### src/dbs_pkg.sv
package dbs_pkg;

   // Default and fixed sizes of the frame store.
   localparam int MAX_COLUMNS_DEF = 128;
   localparam int MAX_ROWS        = 128;
   localparam int ROW_LIMIT       = (MAX_ROWS < 128) ? MAX_ROWS : 128;

   // Field widths of the item interfaces.
   localparam int POS_W     = 7;
   localparam int SIZE_W    = 8;
   localparam int PIX_W     = 8;
   localparam int CSR_W     = 8;
   localparam int CSR_IDX_W = 2;

   // Depth of the queue between the pixel front and the column back end.
   localparam int QUEUE_DEPTH = 4;

   // Register reset values.
   localparam logic [CSR_W-1:0] COLUMNS_RESET   = 8'd128;
   localparam logic [CSR_W-1:0] ROWS_RESET      = 8'd128;
   localparam logic [CSR_W-1:0] THRESHOLD_RESET = 8'd127;

   // Register indexes of the configuration port.
   typedef enum logic [CSR_IDX_W-1:0] {
      REG_COLUMNS   = 2'd0,
      REG_ROWS      = 2'd1,
      REG_THRESHOLD = 2'd2
   } csr_reg_type;

   // Frame geometry after saturation, and the black threshold.
   typedef struct packed {
      logic [POS_W-1:0] last_col;
      logic [POS_W-1:0] last_row;
      logic [PIX_W-1:0] threshold;
   } frame_cfg_type;

   // One classified pixel handed from the front to the back end.
   typedef struct packed {
      logic [POS_W-1:0] col;
      logic [POS_W-1:0] row;
      logic             black;
      logic             frame_end;
   } pix_item_type;

   // A box under construction or waiting to go out.
   typedef struct packed {
      logic [POS_W-1:0]  x;
      logic [SIZE_W-1:0] width;
      logic [POS_W-1:0]  top;
      logic [POS_W-1:0]  bottom;
   } box_type;

   // Back end sequencer states.
   typedef enum logic [1:0] {
      ST_PIXEL,
      ST_READ,
      ST_EVAL,
      ST_FINISH
   } back_state_type;

   // Height from the top black row through the bottom black row.
   function automatic logic [SIZE_W-1:0] box_height(box_type b);
      return {1'b0, b.bottom} - {1'b0, b.top} + 8'd1;
   endfunction

endpackage

### src/digit_box_segmenter.sv
// Pixels are taken one per cycle while the queue has room and reach the column store as they
// leave the queue. Once the final pixel leaves the queue, the walk reads and then evaluates
// each column in turn and ends with a finish step. Next-frame pixels fill the queue, then input
// stalls until the walk ends, and longer under result stalls.
// Synchronous active-high reset loads 128 columns, 128 rows and threshold 127 and clears the
// counters, the column flags, the queue and the result register.
module digit_box_segmenter #(
   parameter int MAX_COLUMNS = dbs_pkg::MAX_COLUMNS_DEF
) (
   input  logic                          clock,
   input  logic                          reset,
   input  logic                          req_valid,
   output logic                          req_stall,
   input  logic [dbs_pkg::PIX_W-1:0]     req_pixel_value,
   output logic                          rsp_valid,
   input  logic                          rsp_stall,
   output logic                          rsp_box_valid,
   output logic [dbs_pkg::POS_W-1:0]     rsp_box_x,
   output logic [dbs_pkg::SIZE_W-1:0]    rsp_box_width,
   output logic [dbs_pkg::POS_W-1:0]     rsp_box_top,
   output logic [dbs_pkg::SIZE_W-1:0]    rsp_box_height,
   output logic                          rsp_last_box,
   input  logic                          csr_write_enable,
   input  logic [dbs_pkg::CSR_IDX_W-1:0] csr_index,
   input  logic [dbs_pkg::CSR_W-1:0]     csr_write_data
);

   logic [dbs_pkg::CSR_W-1:0] columns_ff;
   logic [dbs_pkg::CSR_W-1:0] rows_ff;
   logic [dbs_pkg::CSR_W-1:0] threshold_ff;
   logic [dbs_pkg::CSR_W-1:0] columns_sat;
   logic [dbs_pkg::CSR_W-1:0] rows_sat;
   dbs_pkg::frame_cfg_type    cfg;
   logic                      flush;
   logic                      item_push;
   dbs_pkg::pix_item_type     item;
   logic                      queue_full;
   logic                      q_valid;
   logic                      q_pop;
   dbs_pkg::pix_item_type     q_item;

   // Any register write abandons the frame in progress.
   assign flush = csr_write_enable;

   always_ff @(posedge clock) begin
      if (reset) begin
         columns_ff   <= dbs_pkg::COLUMNS_RESET;
         rows_ff      <= dbs_pkg::ROWS_RESET;
         threshold_ff <= dbs_pkg::THRESHOLD_RESET;
      end else if (csr_write_enable) begin
         unique case (dbs_pkg::csr_reg_type'(csr_index))
            dbs_pkg::REG_COLUMNS:   columns_ff   <= csr_write_data;
            dbs_pkg::REG_ROWS:      rows_ff      <= csr_write_data;
            dbs_pkg::REG_THRESHOLD: threshold_ff <= csr_write_data;
            default: begin
            end
         endcase
      end
   end

   // Saturate the frame size to what the store and the row fields can hold.
   always_comb begin
      columns_sat = columns_ff;
      if (columns_ff == '0) begin
         columns_sat = 8'd1;
      end else if (columns_ff > dbs_pkg::CSR_W'(MAX_COLUMNS)) begin
         columns_sat = dbs_pkg::CSR_W'(MAX_COLUMNS);
      end
      rows_sat = rows_ff;
      if (rows_ff == '0) begin
         rows_sat = 8'd1;
      end else if (rows_ff > dbs_pkg::CSR_W'(dbs_pkg::ROW_LIMIT)) begin
         rows_sat = dbs_pkg::CSR_W'(dbs_pkg::ROW_LIMIT);
      end
      cfg.last_col  = dbs_pkg::POS_W'(columns_sat - 8'd1);
      cfg.last_row  = dbs_pkg::POS_W'(rows_sat - 8'd1);
      cfg.threshold = threshold_ff;
   end

   dbs_front u_front (
      .clock           (clock),
      .reset           (reset),
      .flush           (flush),
      .cfg             (cfg),
      .req_valid       (req_valid),
      .req_stall       (req_stall),
      .req_pixel_value (req_pixel_value),
      .queue_full      (queue_full),
      .item_push       (item_push),
      .item            (item)
   );

   dbs_queue u_queue (
      .clock      (clock),
      .reset      (reset),
      .flush      (flush),
      .push       (item_push),
      .push_item  (item),
      .full       (queue_full),
      .pop        (q_pop),
      .head_valid (q_valid),
      .head_item  (q_item)
   );

   dbs_back #(
      .MAX_COLUMNS (MAX_COLUMNS)
   ) u_back (
      .clock          (clock),
      .reset          (reset),
      .flush          (flush),
      .last_col       (cfg.last_col),
      .q_valid        (q_valid),
      .q_item         (q_item),
      .q_pop          (q_pop),
      .rsp_valid      (rsp_valid),
      .rsp_stall      (rsp_stall),
      .rsp_box_valid  (rsp_box_valid),
      .rsp_box_x      (rsp_box_x),
      .rsp_box_width  (rsp_box_width),
      .rsp_box_top    (rsp_box_top),
      .rsp_box_height (rsp_box_height),
      .rsp_last_box   (rsp_last_box)
   );

endmodule

### src/dbs_front.sv
module dbs_front (
   input  logic                    clock,
   input  logic                    reset,
   input  logic                    flush,
   input  dbs_pkg::frame_cfg_type  cfg,
   input  logic                    req_valid,
   output logic                    req_stall,
   input  logic [dbs_pkg::PIX_W-1:0] req_pixel_value,
   input  logic                    queue_full,
   output logic                    item_push,
   output dbs_pkg::pix_item_type   item
);

   logic [dbs_pkg::POS_W-1:0] col_ff;
   logic [dbs_pkg::POS_W-1:0] col_in;
   logic [dbs_pkg::POS_W-1:0] row_ff;
   logic [dbs_pkg::POS_W-1:0] row_in;
   logic                      accept;
   logic                      col_end;
   logic                      row_end;

   // An item is taken whenever the queue has room.
   assign req_stall = queue_full;
   assign accept    = req_valid && !queue_full;
   assign item_push = accept;

   assign col_end = (col_ff == cfg.last_col);
   assign row_end = (row_ff == cfg.last_row);

   // Classify the pixel and tag it with its position in the frame.
   always_comb begin
      item.col       = col_ff;
      item.row       = row_ff;
      item.black     = (req_pixel_value <= cfg.threshold);
      item.frame_end = col_end && row_end;
   end

   // Raster position of the next pixel.
   always_comb begin
      col_in = col_ff;
      row_in = row_ff;
      if (accept) begin
         if (col_end) begin
            col_in = '0;
            row_in = row_end ? '0 : row_ff + 7'd1;
         end else begin
            col_in = col_ff + 7'd1;
         end
      end
   end

   always_ff @(posedge clock) begin
      if (reset || flush) begin
         col_ff <= '0;
         row_ff <= '0;
      end else begin
         col_ff <= col_in;
         row_ff <= row_in;
      end
   end

endmodule

### src/dbs_queue.sv
module dbs_queue (
   input  logic                  clock,
   input  logic                  reset,
   input  logic                  flush,
   input  logic                  push,
   input  dbs_pkg::pix_item_type push_item,
   output logic                  full,
   input  logic                  pop,
   output logic                  head_valid,
   output dbs_pkg::pix_item_type head_item
);

   localparam int DEPTH = dbs_pkg::QUEUE_DEPTH;
   localparam int PTR_W = $clog2(DEPTH);
   localparam int CNT_W = $clog2(DEPTH + 1);

   dbs_pkg::pix_item_type entry_ff [DEPTH];
   logic [PTR_W-1:0]      wr_ptr_ff;
   logic [PTR_W-1:0]      wr_ptr_in;
   logic [PTR_W-1:0]      rd_ptr_ff;
   logic [PTR_W-1:0]      rd_ptr_in;
   logic [CNT_W-1:0]      count_ff;
   logic [CNT_W-1:0]      count_in;
   logic                  do_push;
   logic                  do_pop;

   assign full       = (count_ff == CNT_W'(DEPTH));
   assign head_valid = (count_ff != '0);
   assign head_item  = entry_ff[rd_ptr_ff];
   assign do_push    = push && !full;
   assign do_pop     = pop && head_valid;

   // Pointer and fill count update.
   always_comb begin
      wr_ptr_in = wr_ptr_ff;
      rd_ptr_in = rd_ptr_ff;
      count_in  = count_ff;
      if (do_push) begin
         wr_ptr_in = (wr_ptr_ff == PTR_W'(DEPTH - 1)) ? '0 : wr_ptr_ff + 1'b1;
      end
      if (do_pop) begin
         rd_ptr_in = (rd_ptr_ff == PTR_W'(DEPTH - 1)) ? '0 : rd_ptr_ff + 1'b1;
      end
      if (do_push && !do_pop) begin
         count_in = count_ff + 1'b1;
      end else if (do_pop && !do_push) begin
         count_in = count_ff - 1'b1;
      end
   end

   always_ff @(posedge clock) begin
      if (reset || flush) begin
         wr_ptr_ff <= '0;
         rd_ptr_ff <= '0;
         count_ff  <= '0;
      end else begin
         wr_ptr_ff <= wr_ptr_in;
         rd_ptr_ff <= rd_ptr_in;
         count_ff  <= count_in;
      end
   end

   // Entry storage.
   always_ff @(posedge clock) begin
      if (do_push) begin
         entry_ff[wr_ptr_ff] <= push_item;
      end
   end

endmodule

### src/dbs_back.sv
module dbs_back #(
   parameter int MAX_COLUMNS = dbs_pkg::MAX_COLUMNS_DEF
) (
   input  logic                       clock,
   input  logic                       reset,
   input  logic                       flush,
   input  logic [dbs_pkg::POS_W-1:0]  last_col,
   input  logic                       q_valid,
   input  dbs_pkg::pix_item_type      q_item,
   output logic                       q_pop,
   output logic                       rsp_valid,
   input  logic                       rsp_stall,
   output logic                       rsp_box_valid,
   output logic [dbs_pkg::POS_W-1:0]  rsp_box_x,
   output logic [dbs_pkg::SIZE_W-1:0] rsp_box_width,
   output logic [dbs_pkg::POS_W-1:0]  rsp_box_top,
   output logic [dbs_pkg::SIZE_W-1:0] rsp_box_height,
   output logic                       rsp_last_box
);

   localparam int COL_W = $clog2(MAX_COLUMNS);

   dbs_pkg::back_state_type   state_ff;
   dbs_pkg::back_state_type   state_in;

   // Column store: black flags in flip-flops, row bounds in memories.
   logic [MAX_COLUMNS-1:0]    has_black_ff;
   logic [dbs_pkg::POS_W-1:0] first_mem [MAX_COLUMNS];
   logic [dbs_pkg::POS_W-1:0] last_mem [MAX_COLUMNS];
   logic                      hb_rd_ff;
   logic [dbs_pkg::POS_W-1:0] first_rd_ff;
   logic [dbs_pkg::POS_W-1:0] last_rd_ff;

   // Column walk.
   logic [COL_W-1:0]          x_ff;
   dbs_pkg::box_type          run_ff;
   logic                      run_active_ff;
   dbs_pkg::box_type          pend_ff;
   logic                      pend_valid_ff;

   // Result register.
   logic                       out_valid_ff;
   logic                       out_box_valid_ff;
   logic [dbs_pkg::POS_W-1:0]  out_x_ff;
   logic [dbs_pkg::SIZE_W-1:0] out_width_ff;
   logic [dbs_pkg::POS_W-1:0]  out_top_ff;
   logic [dbs_pkg::SIZE_W-1:0] out_height_ff;
   logic                       out_last_ff;

   logic [COL_W-1:0]          item_col;
   logic                      col_end;
   logic                      out_free;
   dbs_pkg::box_type          merged;
   dbs_pkg::box_type          new_box;
   logic                      new_valid;
   logic                      eval_hold;
   logic                      walk_start;
   logic                      col_step;
   logic                      clear_flags;
   logic                      out_load;
   dbs_pkg::box_type          out_box;
   logic                      out_box_valid;
   logic                      out_last;
   logic [dbs_pkg::SIZE_W-1:0] out_height;

   assign item_col = q_item.col[COL_W-1:0];
   assign col_end  = (dbs_pkg::POS_W'(x_ff) == last_col);
   assign out_free = !out_valid_ff || !rsp_stall;

   // Current column merged into the run, or opening a new run.
   always_comb begin
      if (run_active_ff) begin
         merged.x      = run_ff.x;
         merged.width  = run_ff.width + 8'd1;
         merged.top    = (first_rd_ff < run_ff.top) ? first_rd_ff : run_ff.top;
         merged.bottom = (last_rd_ff > run_ff.bottom) ? last_rd_ff : run_ff.bottom;
      end else begin
         merged.x      = dbs_pkg::POS_W'(x_ff);
         merged.width  = 8'd1;
         merged.top    = first_rd_ff;
         merged.bottom = last_rd_ff;
      end
   end

   // A run closes at an empty column or at the last column.
   assign new_valid = (run_active_ff && !hb_rd_ff) || (hb_rd_ff && col_end);
   assign new_box   = (run_active_ff && !hb_rd_ff) ? run_ff : merged;
   assign eval_hold = new_valid && pend_valid_ff && !out_free;

   // Next state.
   always_comb begin
      state_in = state_ff;
      unique case (state_ff)
         dbs_pkg::ST_PIXEL: begin
            if (q_valid && q_item.frame_end) begin
               state_in = dbs_pkg::ST_READ;
            end
         end
         dbs_pkg::ST_READ: begin
            state_in = dbs_pkg::ST_EVAL;
         end
         dbs_pkg::ST_EVAL: begin
            if (!eval_hold) begin
               state_in = col_end ? dbs_pkg::ST_FINISH : dbs_pkg::ST_READ;
            end
         end
         dbs_pkg::ST_FINISH: begin
            if (out_free) begin
               state_in = dbs_pkg::ST_PIXEL;
            end
         end
         default: state_in = dbs_pkg::ST_PIXEL;
      endcase
   end

   // Control outputs of the sequencer.
   always_comb begin
      q_pop         = 1'b0;
      walk_start    = 1'b0;
      col_step      = 1'b0;
      clear_flags   = 1'b0;
      out_load      = 1'b0;
      out_box       = pend_ff;
      out_box_valid = 1'b1;
      out_last      = 1'b0;
      unique case (state_ff)
         dbs_pkg::ST_PIXEL: begin
            q_pop      = q_valid;
            walk_start = q_valid && q_item.frame_end;
         end
         dbs_pkg::ST_READ: begin
         end
         dbs_pkg::ST_EVAL: begin
            col_step = !eval_hold;
            out_load = new_valid && pend_valid_ff && out_free;
         end
         dbs_pkg::ST_FINISH: begin
            out_load      = out_free;
            clear_flags   = out_free;
            out_box_valid = pend_valid_ff;
            out_last      = 1'b1;
            if (!pend_valid_ff) begin
               out_box = '0;
            end
         end
         default: begin
         end
      endcase
      out_height = out_box_valid ? dbs_pkg::box_height(out_box) : '0;
   end

   always_ff @(posedge clock) begin
      if (reset || flush) begin
         state_ff <= dbs_pkg::ST_PIXEL;
      end else begin
         state_ff <= state_in;
      end
   end

   // Per-column black flags; cleared at the end of each frame.
   always_ff @(posedge clock) begin
      if (reset || flush || clear_flags) begin
         has_black_ff <= '0;
      end else if (q_pop && q_item.black) begin
         has_black_ff[item_col] <= 1'b1;
      end
   end

   // Row bound memories with registered reads at the walk column.
   always_ff @(posedge clock) begin
      if (q_pop && q_item.black) begin
         last_mem[item_col] <= q_item.row;
         if (!has_black_ff[item_col]) begin
            first_mem[item_col] <= q_item.row;
         end
      end
      first_rd_ff <= first_mem[x_ff];
      last_rd_ff  <= last_mem[x_ff];
      hb_rd_ff    <= has_black_ff[x_ff];
   end

   // Walk position, current run and the box held back for the last mark.
   always_ff @(posedge clock) begin
      if (reset || flush) begin
         x_ff          <= '0;
         run_active_ff <= 1'b0;
         pend_valid_ff <= 1'b0;
      end else begin
         if (walk_start) begin
            x_ff          <= '0;
            run_active_ff <= 1'b0;
         end else if (col_step) begin
            if (!col_end) begin
               x_ff <= x_ff + 1'b1;
            end
            run_active_ff <= hb_rd_ff;
         end
         if (clear_flags) begin
            pend_valid_ff <= 1'b0;
         end else if (col_step && new_valid) begin
            pend_valid_ff <= 1'b1;
         end
      end
   end

   always_ff @(posedge clock) begin
      if (col_step && hb_rd_ff) begin
         run_ff <= merged;
      end
      if (col_step && new_valid) begin
         pend_ff <= new_box;
      end
   end

   // Result register; a new item is loaded as the old one leaves.
   always_ff @(posedge clock) begin
      if (reset) begin
         out_valid_ff <= 1'b0;
      end else if (out_load) begin
         out_valid_ff <= 1'b1;
      end else if (!rsp_stall) begin
         out_valid_ff <= 1'b0;
      end
   end

   always_ff @(posedge clock) begin
      if (out_load) begin
         out_box_valid_ff <= out_box_valid;
         out_x_ff         <= out_box.x;
         out_width_ff     <= out_box.width;
         out_top_ff       <= out_box.top;
         out_height_ff    <= out_height;
         out_last_ff      <= out_last;
      end
   end

   assign rsp_valid      = out_valid_ff;
   assign rsp_box_valid  = out_box_valid_ff;
   assign rsp_box_x      = out_x_ff;
   assign rsp_box_width  = out_width_ff;
   assign rsp_box_top    = out_top_ff;
   assign rsp_box_height = out_height_ff;
   assign rsp_last_box   = out_last_ff;

endmodule

### config.mk
export PLATFORM = sky130hd
export DESIGN_NAME = digit_box_segmenter
export DESIGN_NICKNAME = d
export VERILOG_FILES = /design/src/dbs_pkg.sv /design/src/digit_box_segmenter.sv /design/src/dbs_front.sv /design/src/dbs_queue.sv /design/src/dbs_back.sv
export SDC_FILE = /design/constraint.sdc
export NUM_CORES = 2
export LEC_CHECK = 0
export BUFFER_PORTS_ARGS = -buffer_cell sky130_fd_sc_hd__buf_2
export CAP_MARGIN = 30
export CORE_ASPECT_RATIO = 1.4
export CORE_MARGIN = 5
export CORE_UTILIZATION = 65
export CTS_BUF_LIST = sky130_fd_sc_hd__clkbuf_2 sky130_fd_sc_hd__clkbuf_4 sky130_fd_sc_hd__clkbuf_8
export CTS_CLUSTER_SIZE = 24
export DETAILED_ROUTE_END_ITERATION = 7
export HOLD_SLACK_MARGIN = 0.15
export PLACE_DENSITY = 0.81
export SYNTH_ARGS = -nofsm -noshare
export SYNTH_HDL_FRONTEND = slang
export SYNTH_SLANG_ARGS = --single-unit
### constraint.sdc
create_clock -name clock -period 5.73 [get_ports clock]
set_clock_uncertainty 0.2 [all_clocks]
set_input_delay 1.4325 -clock clock [delete_from_list [all_inputs] [get_ports clock]]
set_output_delay 1.4325 -clock clock [all_outputs]
set_load 0.005 [all_outputs]
* Yosys cells after proc, flatten, opt, wreduce, memory -nomap -nowiden
Memories as Yosys holds them, arrays and structs flattened. A register that Yosys moved wholly into a read port is not among the register bits.
Cells that the tools add are included.
** Operators by class
- Reduce and logical (&&, ||, !) cells :: 42
- Bitwise logic cells :: 2
- Eq/ne operators :: 15
- Add/subtract/negate cells :: 12
- Mux-type cells :: 45
- $lt $le $gt $ge :: 8
** Operators by type and width (count)
- 128-bit OR :: 1
- 29-bit two-way mux :: 4
- 7-bit two-way mux :: 8
- 7-bit by 1-bit adder with 7-bit output (second input constant) :: 3
- 7-bit == test :: 3
- 1-bit two-way mux :: 18
- 8-bit by 1-bit adder with 8-bit output (second input constant) :: 2
- 8-bit greater-than comparator (second input constant) :: 2
- 1-bit logical AND :: 16
- 8-bit zero test :: 2
- 7-bit by 8-bit less-than comparator with 1-bit output (second input constant) :: 2
- 2-bit two-way mux :: 8
- 1-bit binary-select mux with 7-bit select :: 2
- 7-bit by 1-bit subtractor with 7-bit output (second input constant) :: 2
- 2-bit == test (second input constant) :: 5
- 2-bit AND reduction :: 5
- 8-bit less-or-equal comparator :: 1
- 1-bit zero test :: 8
- 2-bit case mux with 4 select lines :: 1
- 7-bit by 7-bit subtractor with 8-bit output :: 1
- 1-bit demux with 7-bit select :: 1
- 7-bit by 1-bit greater-or-equal comparator with 1-bit output (second input constant) :: 1
- 7-bit greater-than comparator :: 1
- 7-bit less-than comparator :: 1
- other kinds (16) :: 26
** Word-level totals
- Memory bits (writable) :: 1856
- Output and inout bits :: 34
- Bits of input ports :: 23
- Register bits after elaboration :: 276
- Word-level logic and storage cells :: 156
- Memories kept :: 3
** Memory list
- u_back.first_mem :: depth 128, bits a word 7, read ports 1, clocked after memory_dff 1, write ports 1, line dbs_back.sv:28 : logic [dbs_pkg::POS_W-1:0] first_mem [MAX_COLUMNS];
- u_back.last_mem :: depth 128, bits a word 7, read ports 1, clocked after memory_dff 1, write ports 1, line dbs_back.sv:29 : logic [dbs_pkg::POS_W-1:0] last_mem [MAX_COLUMNS];
- u_queue.entry_ff :: depth 4, bits a word 16, read ports 1, clocked after memory_dff 1, write ports 1, line dbs_queue.sv:17 : dbs_pkg::pix_item_type entry_ff [DEPTH];

* Depth between registers and ports, before layout
- Word-level depth :: 12
- Depth in mapped cells :: 19

* By module
Synthesis repeated with hierarchy kept, for this count alone.
** Unflattened totals
- Cells, all modules :: 4454
- Area, all modules :: 86076.3 sq um
** By module, submodules not included
- dbs_back :: seq. area each 59617.2 sq um, area each 81044.0 sq um, cells each 4052, times used 1
- dbs_queue :: seq. area each 2102.0 sq um, area each 2803.9 sq um, cells each 135, times used 1
- digit_box_segmenter :: seq. area each 480.5 sq um, area each 1222.4 sq um, cells each 146, times used 1
- dbs_front :: seq. area each 280.3 sq um, area each 1006.0 sq um, cells each 121, times used 1

* Worst setup path after synthesis
Ideal clock, no wire load.
- Kind :: register -> register
- Start :: register columns_ff[3] (netlist name)
- End :: register u_back.out_height_ff (netlist bit u_back.rsp_box_height[0]) (enable)
- Required time :: 5.109 ns
- Buffers on the path :: 1
- Arrival time :: 4.152 ns
- Setup slack :: 0.957 ns
- Library setup time :: 0.421 ns
- Clock period less this slack :: 4.773 ns
- Cell stages (with the launch flop) :: 14
- Cells stage by stage :: dfxtp_1 > nor4_1 > a21oi_1 > or2_2 > ha_1 > buf_1 > xor2_1 > xnor2_1 > o2111ai_1 > a211oi_1 > nand3_1 > o21bai_1 > a21oi_1 > nor2_1
** Between the ends
- Cells in the longest elaborated chain, start to end :: 10
- Elaborated cells on any way between the ends :: 11
- Those cells by class :: add/sub (1); order compare (1); eq/ne (1); mux (3); reduce/logical (5)
** RTL lines
- start: declaration :: line digit_box_segmenter.sv:28 : logic [dbs_pkg::CSR_W-1:0] columns_ff;
- start signal: assignment :: line digit_box_segmenter.sv:47 : columns_ff <= dbs_pkg::COLUMNS_RESET;
- start signal: assignment :: line digit_box_segmenter.sv:52 : dbs_pkg::REG_COLUMNS: columns_ff <= csr_write_data;
- 8-bit greater-than comparator :: line digit_box_segmenter.sv:66 : end else if (columns_ff > dbs_pkg::CSR_W'(MAX_COLUMNS)) begin
- 7-bit two-way mux :: line digit_box_segmenter.sv:66
- 7-bit two-way mux * :: line digit_box_segmenter.sv:64 : if (columns_ff == '0) begin
- 7-bit by 1-bit subtractor with 7-bit output * :: line digit_box_segmenter.sv:75 : cfg.last_col = dbs_pkg::POS_W'(columns_sat - 8'd1);
- 7-bit == test * :: line dbs_back.sv:67 : assign col_end = (dbs_pkg::POS_W'(x_ff) == last_col);
- 1-bit logical AND * :: line dbs_back.sv:86 : assign new_valid = (run_active_ff && !hb_rd_ff) || (hb_rd_ff && col_end);
- 1-bit logical OR * :: line dbs_back.sv:86
- 1-bit logical AND * (2 in a row) :: line dbs_back.sv:135 : out_load = new_valid && pend_valid_ff && out_free;
- 1-bit case mux with 2 select lines * :: line dbs_back.sv:126 : unique case (state_ff)
- via u_back.out_load :: line dbs_back.sv:60 : logic out_load;
- end signal: assignment :: line dbs_back.sv:232 : out_height_ff <= out_height;
- end: declaration :: line dbs_back.sv:47 : logic [dbs_pkg::SIZE_W-1:0] out_height_ff;
The timed path passes the listed nets; every way through them passes the cells marked *.
A chain may end at the register's enable or synchronous reset.

==> run metrics <==
Max IR drop VDD=0.0002648 V; Top delay family on crit path=simple AND/OR/NAND/NOR gates; Num CTS Buffers=315; setup TNS=0 ns; antenna violations before repair=10; flops & latches, synth=2148; Area growth, synth to finish=10.68%; synthesized area=0.08584 mm^2; DRC Markers=0; Post-synth EDFFs=1946; Antenna Nets Post-Route=0; Logic pwr share=10.7%; CP Max Fanout=33; largest net degree at the start of global routing=130; post-synthesis cell count=4248; CTS Hold Bufs=0; Pint=25.85 mW; starting density of the core=65.52%; RD Place Congestion=0.9034; CP Launch Type=register; PD cells=363.3 mW/mm^2; Slew HR=29.42%; Seq pwr share=54.0%; kind of critical path=reg2reg; RSZ-0062 raised after global routing=no; Nets=4568; fraction of registers with async set/reset=0%; commonest non-fill, non-tap cell in the layout=edfxtp_1; Net Sw Frac=25.13%; DR iter-0 viols=5404; Main synth FF type=edfxtp_1; CORE AREA=0.1310 mm^2; Port-buffer cells=56; WP data required=6.17 ns; sequential element share of the synthesized area=72.78%; global-route wire length before repair=299400 um; Crit path largest cell delay=0.84 ns; final setup vio count=0; class of the worst hold path=reg2reg; via count=44240; First-pass DRT Iterations=8; FILL cells=7085; cells along the critical path=buf_4 -> mux4_2 -> nor2b_1 -> nand2_1 -> a221oi_1 -> o211ai_1 -> o311a_4 -> and2_4 -> nor3_1; Core Util, Final=72.52%; Pins Over Slew Limit=0; setup bufs post-CTS=0; synth warn=0; post-cts resize count=0; Final min period=4.726 ns; Switch Pwr=8.676 mW; Crit path buffers/inverters=1; Die X-Extent=317.1 um; TritonCTS sink count=2148; Mapped Nets=4319; Die Height=440.0 um; Crit. End Element=register; row count=157; clk buf depth=4; Wirelength per Cell=31.51 um; clock transition at the registers of the reported paths=0.07 ns; total global routing overflow=0; Post-Route WL=204100 um; number of global-route vias before repair=45340; Worst-Skew Late Latency=1.03 ns; clock share of power=35.2%; data arrival time of the worst path=5.16 ns; library cells used by synthesis=69; root buf cell=clkbuf_8; fin crit share=82.47%; layout cells sized above 1=30.59%; status=finished, final reports clean; Synth Area per Inst=20.21 um^2; CTS tree=done; DIE AREA=0.1395 mm^2; commonest cells after routing, fill and taps aside=edfxtp_1, mux4_2, clkbuf_8; Fmax=211.6 MHz; Via density=6.831; Slew @ Worst Pin=1.055 ns; MaxCap Viol Count=0; Tot GR Track Use=29.78%; HPWL Detailed=130800 um; Leakage Power=29.47 nW; # IOs=57; H-tree levels=5; Worst path slowest cell=nor3_1; final hold vios=0
[flip-flops by register name, summed over array words and instances (netlist names), 2 cells and up, named ones only]
register and cells:
u_back.has_black_ff 128, u_front.row_ff 7, u_queue.entry_ff 64, u_back.run_ff 29, u_queue.wr_ptr_ff 2, u_back.rsp_box_x 7
u_back.first_rd_ff 7, u_back.state_ff 2, u_back.rsp_box_height 8, u_back.x_ff 7, u_back.rsp_box_top 7, u_back.last_rd_ff 7
u_front.col_ff 7, u_queue.rd_ptr_ff 2, u_back.first_mem 896, u_back.rsp_box_width 8, u_back.pend_ff 29, threshold_ff 8
u_queue.count_ff 3, u_back.last_mem 896, rows_ff 8, columns_ff 8
[power groups by stage]
stage | clock [mW] | sequential [mW] | combinational (mW)
4_1_cts | 12.3 | 18.7 | 3.59
5_1_grt | 13.1 | 18.6 | 3.86
3_3_place_gp | 0 | 19.0 | 3.46
6_report | 12.2 | 18.6 | 3.71
3_5_place_dp | 0 | 19.0 | 3.59
2_1_floorplan | 0 | 19.1 | 1.83
[cell type report]
cell class / instances / area, um^2 / share of cell area, %
multi-input combinational: 1777 / 22130 / 23.29
timing repair buffer: 200 / 1818 / 1.913
antenna: 7 / 17.52 / 0.01844
sequential: 2148 / 62500 / 65.78
inverter: 55 / 206.4 / 0.2173
clock inverter: 122 / 944.7 / 0.9942
tap: 1749 / 2188 / 2.303
clock buffer: 418 / 5215 / 5.489
[path summary, 6_finish.rpt]
path	cells past startpoint	endpoint	slack, ns	startpoint
worst max-delay path	9	u_back.first_mem[107][0]	1.00	register
worst min-delay path	2	threshold_ff[7]	0.25	threshold_ff[7]
worst max register to register	9	u_back.first_mem[107][0]	1.00	register
worst min register to register	2	threshold_ff[7]	0.25	threshold_ff[7]
[synth_stat cells (4+ instances only)]
cell type	count	area, um^2
nand3b_1	6	45.04
a32oi_1	9	78.83
a221oi_1	6	52.55
mux4_2	652	14680
o21a_1	134	1006
nand4_1	12	75.07
o31ai_1	7	52.55
dfxtp_1	202	4044
nor2_1	216	810.8
a21oi_1	35	175.2
inv_1	54	202.7
buf_1	57	214.0
xor2_1	26	227.7
a22oi_1	4	30.03
or3_1	4	25.02
o21ai_0	35	175.2
and3_1	11	68.82
a21o_1	13	97.59
or4_1	4	30.03
edfxtp_1	1946	58440
nand2b_1	14	87.58
buf_2	22	110.1
clkbuf_1	183	686.9
a31oi_1	11	68.82
nand3_1	36	180.2
a211oi_1	10	75.07
a211o_1	8	70.07
ha_1	46	575.6
nand2_1	94	352.8
a311o_1	8	80.08
o22ai_1	6	37.54
a221o_1	5	50.05
xnor2_1	22	192.7
and2_1	33	206.5
o211ai_1	5	37.54
buf_6	6	67.56
nor3_1	115	575.6
mux2_2	57	641.9
mux2i_1	37	370.4
nor3_2	27	270.3
or2_2	5	31.28
nor2b_1	24	150.1
[worst min-delay path: cells and delay by family (launching register included)]
| kind | cells | cell delay [ns] |
|---|---|---|
| AO/OA/AOI/OAI | 1 | 0.05 |
| flip-flops | 1 | 0.31 |
| AND/OR/NAND/NOR | 1 | 0.05 |
[layer usage]
metal	up-vias	wire length (um)	track usage (%)	part of all wire, %
li1	18040	-	-	-
met1	22700	67740	36.89	33
met2	2897	104000	49.15	51
met3	602	20260	7.854	9.9
met4	4	12010	15.23	5.9
met5	-	28	0	0.014
[metrics by stage]
stage / power, mW / setup slack, ns / instances / hold slack, ns / cell area [um^2]
3_5_place_dp: 22.58 / 1.097 / 5907 / 0.2482 / 88570
5_1_grt: 35.58 / 0.8286 / 6471 / 0.2818 / 95000
6_report: 34.52 / 1.004 / 6476 / 0.2550 / 95020
4_1_cts: 34.54 / 1.034 / 6447 / 0.2569 / 94730
3_3_place_gp: 22.43 / 1.230 / 5900 / 0.2464 / 88450
2_1_floorplan: 20.93 / 0.9569 / 4248 / 0.2363 / 85840
[kinds of logic (layout without fill, tap and decap cells)]
group                      Yosys count  after routing  share of synthesized area (%)
AOI/OAI and AO/OA                  318            318                          2.670
muxes                              746            746                          18.28
and+or+nand+nor                    617            617                          3.559
adders and majority gates           48             48                         0.7171
DFF                               2148           2148                          72.78
buffers and inverters              323            795                          1.497
xor gates and xnor gates            48             48                         0.4897
other                                0              7                              0
(Power assumes the default switching activity.)
